[src/hdl/saa_pkg.sv]
// Package: shared types, sizes and codes of the stack arena allocator
package saa_pkg;

    // Sizes
    localparam int STACK_DEPTH = 64;
    localparam int CAP_BITS    = 16;
    localparam int CNT_W       = $clog2(STACK_DEPTH + 1);
    localparam int IDX_W       = (STACK_DEPTH > 1) ? $clog2(STACK_DEPTH) : 1;
    localparam int LVL_W       = 17;
    localparam int ADDR_W      = 32;

    // Largest usable arena
    localparam logic [LVL_W-1:0] CAP_LIM = LVL_W'(64'd1 << CAP_BITS);

    // Arena modes
    localparam logic MODE_FIXED    = 1'b0;
    localparam logic MODE_CIRCULAR = 1'b1;

    // Operations
    localparam logic [1:0] OP_ALLOC   = 2'd0;
    localparam logic [1:0] OP_FREE_AD = 2'd1;
    localparam logic [1:0] OP_FREE_N  = 2'd2;
    localparam logic [1:0] OP_REALLOC = 2'd3;

    // Status codes
    localparam logic [2:0] STAT_OK    = 3'd0;
    localparam logic [2:0] STAT_ZERO  = 3'd1;
    localparam logic [2:0] STAT_SPACE = 3'd2;
    localparam logic [2:0] STAT_FULL  = 3'd3;
    localparam logic [2:0] STAT_UNDER = 3'd4;

    // Register indexes
    localparam logic [1:0] REG_MODE  = 2'd0;
    localparam logic [1:0] REG_CAP   = 2'd1;
    localparam logic [1:0] REG_ALIGN = 2'd2;
    localparam logic [1:0] REG_BASE  = 2'd3;

    // Input beat
    typedef struct packed {
        logic [1:0]        operation;
        logic [LVL_W-1:0]  size;
        logic [ADDR_W-1:0] address;
    } t_in;

    // Result beat
    typedef struct packed {
        logic [ADDR_W-1:0] block_address;
        logic              released;
        logic [2:0]        status;
        logic [LVL_W-1:0]  fill_level;
    } t_out;

endpackage

[src/hdl/stack_arena_allocator.sv]
// Top level: stack arena bump allocator, size stack kept in a RAM
// Steps from input beat to result valid: stack top read, then, for an allocation,
// fit check, alignment and push; the frees and a zero size request stop after the
// top read, a refused allocation after the fit check; the result waits while the
// result register is stalled. Throughput: one item at a time. Reset (synchronous,
// active low) empties the arena and the stack and loads the register reset values;
// stack RAM contents are not cleared.
module stack_arena_allocator (
    input  logic                 i_clk,
    input  logic                 i_rst_n,
    input  logic                 i_cfg_valid,
    output logic                 o_cfg_ready,
    input  logic [1:0]           i_cfg_index,
    input  logic [31:0]          i_cfg_data,
    input  logic                 i_in_valid,
    output logic                 o_in_ready,
    input  saa_pkg::t_in         i_in,
    output logic                 o_out_valid,
    input  logic                 i_out_ready,
    output saa_pkg::t_out        o_out
);

    import saa_pkg::*;

    // State codes
    localparam logic [2:0] S_IDLE = 3'd0;
    localparam logic [2:0] S_TOP  = 3'd1;
    localparam logic [2:0] S_ALC1 = 3'd2;
    localparam logic [2:0] S_ALC2 = 3'd3;
    localparam logic [2:0] S_DONE = 3'd4;

    // Configuration
    logic              r_mode;
    logic [LVL_W-1:0]  r_capacity;
    logic [2:0]        r_align;
    logic [ADDR_W-1:0] r_base;

    // Control and arena state
    logic [2:0]        r_state, n_state;
    logic [LVL_W-1:0]  r_used, n_used;
    logic [CNT_W-1:0]  r_count, n_count;
    logic              r_out_valid, n_out_valid;

    // Per-item payload
    logic [1:0]        r_op;
    logic [LVL_W-1:0]  r_size;
    logic [ADDR_W-1:0] r_addr;
    logic [LVL_W-1:0]  r_start, n_start;
    logic [LVL_W-1:0]  r_lvl, n_lvl;
    logic              r_rel, n_rel;
    logic [2:0]        r_s2, n_s2;
    logic              r_retry, n_retry;
    t_out              r_res, n_res;
    t_out              r_out, n_out;

    // RAM ports
    logic              ram_wr_en;
    logic [IDX_W-1:0]  ram_wr_addr;
    logic [LVL_W-1:0]  ram_wr_data;
    logic              ram_rd_en;
    logic [IDX_W-1:0]  ram_rd_addr;
    logic [LVL_W-1:0]  ram_rd_data;

    // Datapath
    logic [LVL_W-1:0]  eff_cap;
    logic [CNT_W-1:0]  cnt_m1;
    logic [ADDR_W-1:0] top_addr;
    logic              top_match;
    logic              pop_under;
    logic [LVL_W-1:0]  pop_used;
    logic [LVL_W:0]    sum_lvl;
    logic              over;
    logic              wrap_fit;
    logic [6:0]        amask;
    logic [LVL_W:0]    rounded;
    logic [LVL_W-1:0]  lvl_fin;
    logic [LVL_W-1:0]  push_sz;
    logic [ADDR_W-1:0] blk;

    saa_ram #(
        .WIDTH (LVL_W),
        .DEPTH (STACK_DEPTH)
    ) u_stack (
        .i_clk     (i_clk),
        .i_wr_en   (ram_wr_en),
        .i_wr_addr (ram_wr_addr),
        .i_wr_data (ram_wr_data),
        .i_rd_en   (ram_rd_en),
        .i_rd_addr (ram_rd_addr),
        .o_rd_data (ram_rd_data)
    );

    assign o_cfg_ready = 1'b1;
    assign o_in_ready  = (r_state == S_IDLE);
    assign o_out_valid = r_out_valid;
    assign o_out       = r_out;

    // Arena size clipped to the largest supported
    assign eff_cap = (r_capacity > CAP_LIM) ? CAP_LIM : r_capacity;

    // Stack top read at accept
    assign cnt_m1      = r_count - CNT_W'(1);
    assign ram_rd_en   = i_in_valid && o_in_ready;
    assign ram_rd_addr = cnt_m1[IDX_W-1:0];

    // Top block check and pop, valid in S_TOP
    assign top_addr  = r_base + ADDR_W'(r_used) - ADDR_W'(ram_rd_data);
    assign top_match = (r_count != '0) && (top_addr == r_addr);
    assign pop_under = ram_rd_data > r_used;
    assign pop_used  = pop_under ? '0 : (r_used - ram_rd_data);

    // Fit check, valid in S_ALC1
    assign sum_lvl  = {1'b0, r_used} + {1'b0, r_size};
    assign over     = sum_lvl > {1'b0, eff_cap};
    assign wrap_fit = (r_mode == MODE_CIRCULAR) && (r_size <= eff_cap);

    // Alignment and push size, valid in S_ALC2
    assign amask   = 7'((8'd1 << r_align) - 8'd1);
    assign rounded = ({1'b0, r_lvl} + (LVL_W+1)'(amask)) & ~((LVL_W+1)'(amask));
    assign lvl_fin = (rounded > {1'b0, eff_cap}) ? eff_cap : rounded[LVL_W-1:0];
    assign push_sz = lvl_fin - r_start;
    assign blk     = r_base + ADDR_W'(r_start);

    assign ram_wr_addr = r_count[IDX_W-1:0];
    assign ram_wr_data = push_sz;

    // Sequencer
    always_comb begin
        n_state     = r_state;
        n_used      = r_used;
        n_count     = r_count;
        n_start     = r_start;
        n_lvl       = r_lvl;
        n_rel       = r_rel;
        n_s2        = r_s2;
        n_retry     = r_retry;
        n_res       = r_res;
        n_out       = r_out;
        n_out_valid = r_out_valid;
        ram_wr_en   = 1'b0;

        if (r_out_valid && i_out_ready) begin
            n_out_valid = 1'b0;
        end

        unique case (r_state)
            S_IDLE: begin
                if (i_in_valid) begin
                    n_rel   = 1'b0;
                    n_s2    = STAT_OK;
                    n_retry = 1'b0;
                    n_state = S_TOP;
                end
            end
            S_TOP: begin
                n_res.block_address = '0;
                n_res.released      = 1'b0;
                n_res.status        = STAT_OK;
                n_res.fill_level    = r_used;
                case (r_op)
                    OP_FREE_AD: begin
                        if (top_match) begin
                            n_count             = cnt_m1;
                            n_used              = pop_used;
                            n_res.released      = 1'b1;
                            n_res.status        = pop_under ? STAT_UNDER : STAT_OK;
                            n_res.fill_level    = pop_used;
                        end
                        n_state = S_DONE;
                    end
                    OP_FREE_N: begin
                        if (r_size > r_used) begin
                            n_used           = '0;
                            n_res.status     = STAT_UNDER;
                            n_res.fill_level = '0;
                        end else begin
                            n_used           = r_used - r_size;
                            n_res.fill_level = r_used - r_size;
                        end
                        n_state = S_DONE;
                    end
                    default: begin
                        // allocate or reallocate
                        if (r_size == '0) begin
                            n_res.status = STAT_ZERO;
                            n_state      = S_DONE;
                        end else begin
                            if (r_op == OP_REALLOC) begin
                                if (top_match) begin
                                    n_count = cnt_m1;
                                    n_used  = pop_used;
                                    n_rel   = 1'b1;
                                    n_s2    = pop_under ? STAT_UNDER : STAT_OK;
                                end else begin
                                    n_retry = 1'b1;
                                end
                            end
                            n_state = S_ALC1;
                        end
                    end
                endcase
            end
            S_ALC1: begin
                n_res.block_address = '0;
                n_res.released      = r_rel;
                n_res.fill_level    = r_used;
                n_res.status        = STAT_OK;
                if (over && !wrap_fit) begin
                    n_res.status = STAT_SPACE;
                    n_state      = S_DONE;
                end else if (r_count >= CNT_W'(STACK_DEPTH)) begin
                    n_res.status = STAT_FULL;
                    n_state      = S_DONE;
                end else begin
                    n_start = over ? '0 : r_used;
                    n_lvl   = over ? r_size : sum_lvl[LVL_W-1:0];
                    n_state = S_ALC2;
                end
            end
            S_ALC2: begin
                n_res.block_address = blk;
                if (r_retry && (blk == r_addr)) begin
                    // new block landed on the named address: free it again
                    n_used           = r_start;
                    n_res.released   = 1'b1;
                    n_res.status     = STAT_OK;
                    n_res.fill_level = r_start;
                end else begin
                    ram_wr_en        = 1'b1;
                    n_count          = r_count + CNT_W'(1);
                    n_used           = lvl_fin;
                    n_res.released   = r_rel;
                    n_res.status     = r_s2;
                    n_res.fill_level = lvl_fin;
                end
                n_state = S_DONE;
            end
            S_DONE: begin
                if (!r_out_valid || i_out_ready) begin
                    n_out       = r_res;
                    n_out_valid = 1'b1;
                    n_state     = S_IDLE;
                end
            end
            default: begin
                n_state = S_IDLE;
            end
        endcase
    end

    // Control registers
    always_ff @(posedge i_clk) begin
        if (!i_rst_n) begin
            r_state     <= S_IDLE;
            r_used      <= '0;
            r_count     <= '0;
            r_out_valid <= 1'b0;
        end else begin
            r_state     <= n_state;
            r_used      <= n_used;
            r_count     <= n_count;
            r_out_valid <= n_out_valid;
        end
    end

    // Configuration registers
    always_ff @(posedge i_clk) begin
        if (!i_rst_n) begin
            r_mode     <= MODE_FIXED;
            r_capacity <= CAP_LIM;
            r_align    <= 3'd3;
            r_base     <= '0;
        end else if (i_cfg_valid) begin
            unique case (i_cfg_index)
                REG_MODE:  r_mode     <= i_cfg_data[0];
                REG_CAP:   r_capacity <= i_cfg_data[LVL_W-1:0];
                REG_ALIGN: r_align    <= i_cfg_data[2:0];
                REG_BASE:  r_base     <= i_cfg_data;
                default:   r_base     <= r_base;
            endcase
        end
    end

    // Payload registers
    always_ff @(posedge i_clk) begin
        if (ram_rd_en) begin
            r_op   <= i_in.operation;
            r_size <= i_in.size;
            r_addr <= i_in.address;
        end
        r_start <= n_start;
        r_lvl   <= n_lvl;
        r_rel   <= n_rel;
        r_s2    <= n_s2;
        r_retry <= n_retry;
        r_res   <= n_res;
        r_out   <= n_out;
    end

endmodule

[src/hdl/saa_ram.sv]
// Generic single-port-write, single-port-read RAM with registered read data
module saa_ram #(
    parameter int WIDTH = 17,
    parameter int DEPTH = 64
) (
    input  logic                                        i_clk,
    input  logic                                        i_wr_en,
    input  logic [((DEPTH > 1) ? $clog2(DEPTH) : 1)-1:0] i_wr_addr,
    input  logic [WIDTH-1:0]                            i_wr_data,
    input  logic                                        i_rd_en,
    input  logic [((DEPTH > 1) ? $clog2(DEPTH) : 1)-1:0] i_rd_addr,
    output logic [WIDTH-1:0]                            o_rd_data
);

    logic [WIDTH-1:0] r_mem [DEPTH];
    logic [WIDTH-1:0] r_rd_data;

    // Write port
    always_ff @(posedge i_clk) begin
        if (i_wr_en) begin
            r_mem[i_wr_addr] <= i_wr_data;
        end
    end

    // Registered read port
    always_ff @(posedge i_clk) begin
        if (i_rd_en) begin
            r_rd_data <= r_mem[i_rd_addr];
        end
    end

    assign o_rd_data = r_rd_data;

endmodule

[config.mk]
export PLATFORM = sky130hd
export DESIGN_NAME = stack_arena_allocator
export DESIGN_NICKNAME = d
export VERILOG_FILES = /design/src/hdl/saa_pkg.sv /design/src/hdl/stack_arena_allocator.sv /design/src/hdl/saa_ram.sv
export SDC_FILE = /design/constraint.sdc
export NUM_CORES = 2
export LEC_CHECK = 0
export ABC_CLOCK_PERIOD_IN_PS = 20600
export BUFFER_PORTS_ARGS = -buffer_cell sky130_fd_sc_hd__buf_2
export CAP_MARGIN = 0
export CORE_MARGIN = 3
export CORE_UTILIZATION = 55
export DETAILED_ROUTE_END_ITERATION = 7
export GPL_ROUTABILITY_DRIVEN = 0
export PLACE_DENSITY = 0.71
export SLEW_MARGIN = 20
export SYNTH_ARGS = -nofsm -noshare
export SYNTH_HDL_FRONTEND = slang
export SYNTH_SLANG_ARGS = --single-unit
[constraint.sdc]
create_clock -name i_clk -period 20.6 [get_ports i_clk]
set_clock_uncertainty 0.1 [all_clocks]
set_input_delay 1.03 -clock i_clk [delete_from_list [all_inputs] [get_ports i_clk]]
set_output_delay 1.03 -clock i_clk [all_outputs]
set_load 0.1 [all_outputs]
## Word level (Yosys, flattened, before mapping)

Memories as Yosys holds them, arrays and structs flattened. A register that Yosys moved wholly into a read port is not among the register bits.
Cells that the tools add are included.

- Register bits after elaboration: 277
- Memory bits (writable): 1088
- Memories: 1

Memory list:

| memory | words | bits a word | read ports | clocked after memory_dff | wr ports | line | text |
|---|---|---|---|---|---|---|---|
| u_stack.r_mem | 64 | 17 | 1 | 1 | 1 | saa_ram.sv:15 | `logic [WIDTH-1:0] r_mem [DEPTH];` |

- Add/subtract/negate cells: 11
- Magnitude comparators: 7
- Equality and inequality tests: 25
- Shifts and indexed selects: 1
- Mux-type cells: 59
- Bitwise operators: 4
- Reduce and logical (&&, ||, !) cells: 28

Operator list:

| kind | count |
|---|---|
| $pmux W53 S3 | 1 |
| $mux W17 | 9 |
| $pmux W17 S2 | 3 |
| $add A32 B17 Y32 | 2 |
| $eq A32 B32 Y1 | 2 |
| $sub A17 B17 Y17 | 3 |
| $mux W21 | 2 |
| $mux W3 | 13 |
| $gt A18 B17 Y1 | 2 |
| $gt A17 B17 Y1 | 2 |
| $sub A32 B17 Y32 | 1 |
| $mux W7 | 4 |
| $pmux W7 S2 | 2 |
| $add A17 B17 Y18 | 1 |
| $add A17 B7 Y18 | 1 |
| $and A18 B18 Y18 | 1 |
| $mux W1 | 18 |
| $ne A2 B2 Y1 const B | 9 |
| $not A7 Y18 | 1 |
| $gt A17 B17 Y1 const B | 1 |
| $le A17 B17 Y1 | 1 |
| $logic_not A17 Y1 | 1 |
| $pmux W3 S5 | 1 |
| $sub A7 B1 Y7 const B | 2 |
| 27 further kinds | 52 |

## Longest topological paths before layout

- Depth in word-level cells: 9
- Gate-level depth with buffers: 35
- Depth with buffers taken out: 35

## Cells and area by module

Synthesis repeated with hierarchy kept, for this count alone.

- Cells, all modules: 4378
- Area, all modules: 64466.8 um^2

By module, submodules not included:

| module | times used | cells an instance | area an instance (um^2) | seq. area each (um^2) |
|---|---|---|---|---|
| saa_ram | 1 | 1875 | 42288.1 | 33181.8 |
| stack_arena_allocator | 1 | 2503 | 22178.8 | 7447.1 |

## Least setup slack after synthesis

No wires, ideal clock.

- Kind: reg2reg
- Start: register r_align[2]
- End: memory u_stack.r_mem[0][16] (data pin)
- Library setup time: 567 ps
- Arrival time: 8698 ps
- Required time: 19933 ps
- Path slack: 11235 ps
- Cell stages (with the launch flop): 36
- Clock period less this slack: 9365 ps
- Path through: dfxtp_1 > or2_2 > nor2_1 > nor2b_1 > fa_1 > a21o_1 > a21o_1 > a21o_1 > a21o_1 > a21oi_1 > nor3b_1 > xnor2_1 > inv_1 > ha_1 > a21o_1 > a21o_1 > a21o_1 > a21o_1 > a21o_1 > o31ai_2 > nand2_1 > mux2_2 > ha_1 > inv_1 > fa_1 > nand2_1 > nand2_1 > a21oi_1 > o21ai_0 > a21oi_1 > o21bai_1 > a41o_1 > nor4_1 > o311a_1 > o21ai_0 > xnor2_1

- Word-level cells in the longest chain between the ends: 7

RTL lines:

| item | line | text |
|---|---|---|
| start: declaration | stack_arena_allocator.sv:35 | `logic [2:0] r_align;` |
| start signal: assignment | stack_arena_allocator.sv:277 | `REG_ALIGN: r_align <= i_cfg_data[2:0];` |
| $shl A1 B3 Y7 * | stack_arena_allocator.sv:118 | `assign amask = 7'((8'd1 << r_align) - 8'd1);` |
| $sub A7 B1 Y7 * | stack_arena_allocator.sv:118 |  |
| $add A17 B7 Y18 or $not A7 Y18 (tied branches) | stack_arena_allocator.sv:119 | `assign rounded = ({1'b0, r_lvl} + (LVL_W+1)'(amask)) & ~((LVL_W+1)'(amask));` |
| $and A18 B18 Y18 * | stack_arena_allocator.sv:119 |  |
| $gt A18 B17 Y1 | stack_arena_allocator.sv:120 | `assign lvl_fin = (rounded > {1'b0, eff_cap}) ? eff_cap : rounded[LVL_W-1:0];` |
| $mux W17 * | stack_arena_allocator.sv:120 |  |
| $sub A17 B17 Y17 * | stack_arena_allocator.sv:121 | `assign push_sz = lvl_fin - r_start;` |
| via push_sz[16] | stack_arena_allocator.sv:77 | `logic [LVL_W-1:0] push_sz;` |
| end: declaration | saa_ram.sv:15 |  |

Mark *: on every way through the listed nets, which the timed path passes. The rest lies on a longest branch.

## Worst setup path after layout

- Start: register r_align[2]
- End: memory u_stack.r_mem[46][16] (data pin)

Same word-level chain as after synthesis.

==> flow_summary.yaml <==
yosys:
  syn_inst: 4072
  synth.most_common_cell: "edfxtp_1"
  yosysUniqueCellTypes: 97
  syn_nets: 4377
  synthesis.area_um2: 63500
  yosysTopAreaCell: "edfxtp_1"
  ys.flop_type: "edfxtp_1"
  synth-edff-count: 1299
  syn_area_per_cell_um2: 15.6
  ys_ff_latch: 1380
  async_flop_share_pct: 0
  yosys-top-cells-count: "edfxtp_1, mux4_2, nand2_1"
  ys_seq_area_share_pct: 64.0
  ys_warn_count: 0
  netlist_top_cells_area: "edfxtp_1, mux4_2, ha_1"
  synth_top_area_share_pct: 61.5
worst_setup_path:
  cp.arrival_ns: 9.31
  crit_fanout: 64
  required_ns: 20.96
  ff2ff_setup_slack_ns: 11.65
  ff2ff_path_depth: 37
  max_stage_delay_ns: 0.52
  setup.worst_path.start: "r_align[2]$_SDFFE_PN0P_"
  r2r_start: "r_align[2]$_SDFFE_PN0P_"
  critPathSlowestCell: "buf_4"
  path_class: "flip-flop to flip-flop"
  r2r-end: "u_stack.r_mem[46][16]$_DFFE_PP_"
  cp_common_cell: "a21o_1"
  endpoint: "u_stack.r_mem[46][16]$_DFFE_PP_"
  endpoint_kind: "flip-flop"
  cp-start-kind: "flip-flop"
timing:
  fin_crit_sh_pct: 43.4
  rsz0062_at_grt: "no"
  max_freq_mhz: 112
  tightest_slew_ns: 1.37
  hold_viol: 0
  relSlewSlack_pct: 8.89
  setup_violations: 0
  period_needed_ns: 8.95
  slew_viol_final: 0
  hold_ws_ns: 0.319
  tns_ns: 0
routing:
  wl_um: 170000
  postRouteAntennaNets: 0
  drt_iter0_markers: 4915
  firstDrtPassIters: 6
  routed-via-count: 38200
  vias_per_cell: 6.49
  post_drt_wl_per_cell_um: 28.8
  post-route-drc-count: 0
clock_tree:
  cts_hold_buf: 0
  root_buffer: "clkbuf_16"
  htree_levels: 4
  cts_resized: 0
  clock-sinks: 1380
  numCtsBuffers: 140
  postCtsSetupBuffers: 0
  clk_latency_ns: 0.77
  cts_tree: "done"
  clkTransAtPathRegs_ns: 0.06
  clockBufferDepth: 3
global_routing:
  grt_overflow: 0
  grt_pass1_vias: 37600
  grt_first_pass_wirelength_um: 252000
  grt_max_degree: 154
  antenna_found_initial: 4
  grt_util_all_layers_pct: 28.4
status:
  status: "finished, final reports clean"
final_layout:
  area_growth_pct: 12.1
  nFillCells: 8128
  final_area_um2: 71100
  drive_gt1_share_pct: 21.0
  utilization_pct: 62.7
  nets: 4585
floorplanning:
  num_rows: 123
  ios: 146
  start_util_pct: 56.0
  core_area_um2: 113000
  die-area_um2: 119000
  die_y_um: 346
  fp.dieW_um: 346
place:
  portBuffers: 144
  place_area_um2: 66400
  place_hpwl_um: 108000
power:
  p_per_area_nw_per_um2: 90.7
  power.total_mw: 6.45
  ir_worst_vdd_v: 0.000108
  p_leak_nw: 24.0
worst_hold_path:
  hold_depth: 0
  hold_class: "flip-flop to flip-flop"
job:
  cap_viol_max_count: 0
==> metrics by stage <==
step	worst slack, ns	cells
after floorplan	11.23	4072
after global placement	11.97	5638
after detailed placement	11.77	5638
after CTS	11.75	5888
after global routing	11.08	5888
final	11.65	5889
==> worst max-delay path, delay by kind of cell (launching register included) <==
| kind | cells | cell delay, ns |
|---|---|---|
| xor+xnor | 2 | 0.40 |
| mux | 1 | 0.35 |
| simple gates | 8 | 1.41 |
| flops | 1 | 0.38 |
| fa+ha+maj | 4 | 1.18 |
| buf+inv | 4 | 0.91 |
| compound gates | 18 | 3.85 |
==> state kept, by name, indices dropped and copies added (netlist names), 7 cells and up <==
name and cells:
o_out 53, r_res 53, r_start 17, r_capacity 17, u_stack.r_mem 1088, r_count 7, r_lvl 17, r_addr 32
r_used 17, r_base 32, r_size 17, u_stack.o_rd_data 17
==> cell families (layout without fill, tap and decap cells) <==
logic type,after synthesis,in the layout,share of synthesized area [%]
AOI/OAI and AO/OA,639,639,6.60
xor gates and xnor gates,165,165,2.39
adders and majority gates,215,215,4.51
buffers and inverters,380,696,2.33
DFF,1380,1380,64.0
muxes,408,408,13.5
other,1,2,0.00591
and+or+nand+nor,884,884,6.62
==> power breakdown <==
| part | total, mW | internal [mW] | switching [mW] | leakage, nW |
|---|---|---|---|---|
| Clock | 2.63 | 1.53 | 1.10 | 2.27 |
| Sequential | 3.26 | 3.22 | 0.0367 | 12.4 |
| Combinational | 0.568 | 0.157 | 0.411 | 9.29 |
| Total | 6.45 | 4.91 | 1.54 | 24.0 |
==> how the worst min path moves through the flow <==
stage	from	endpoint	slack [ns]
detailed placement	r_res[45]$_DFFE_PP_	o_out[45]$_DFFE_PP_	0.30
global placement	r_res[21]$_DFFE_PP_	o_out[21]$_DFFE_PP_	0.30
finish	r_res[2]$_DFFE_PP_	o_out[2]$_DFFE_PP_	0.32
floorplan	r_res[0]$_DFFE_PP_	o_out[0]$_DFFE_PP_	0.30
CTS	i_in[47]	r_size[15]$_DFFE_PP_	0.28
global route	i_in[3]	r_addr[3]$_DFFE_PP_	0.31
==> cell usage in the layout (no fill, tap or decap), drive strengths merged, types with 25 or more instances in the layout <==
cell type / n
o211ai: 25
o21a: 35
inv: 199
buf: 251
a211oi: 28
xnor2: 112
clkinv: 39
mux2i: 27
dfxtp: 81
clkbuf: 184
edfxtp: 1299
mux4: 357
ha: 192
a21o: 40
xor2: 48
nor3: 54
nand4: 48
nand3: 48
nand2: 290
a21oi: 208
o21ai: 116
nor2b: 27
nor2: 262
==> layer usage <==
layer  track usage, %  wire length, um  vias up
li1                 -                -    16400
met3             5.43            15500      409
met1             38.3            65000    19300
met2             45.5            81200     2160
met5                0               13        -
met4             12.5             8160        2
==> final cells by class <==
class	count	area [um2]	area share, %
multi-input cells	2312	21600	30.4
repair buffers	251	1550	2.18
diodes	1	2.50	0.00352
clock buffers	184	3720	5.23
inverters	195	733	1.03
flip-flops and latches	1380	40600	57.1
well taps	1500	1880	2.64
clock inverters	66	1020	1.44
No activity file was read; power rests on OpenSTA's default activity.
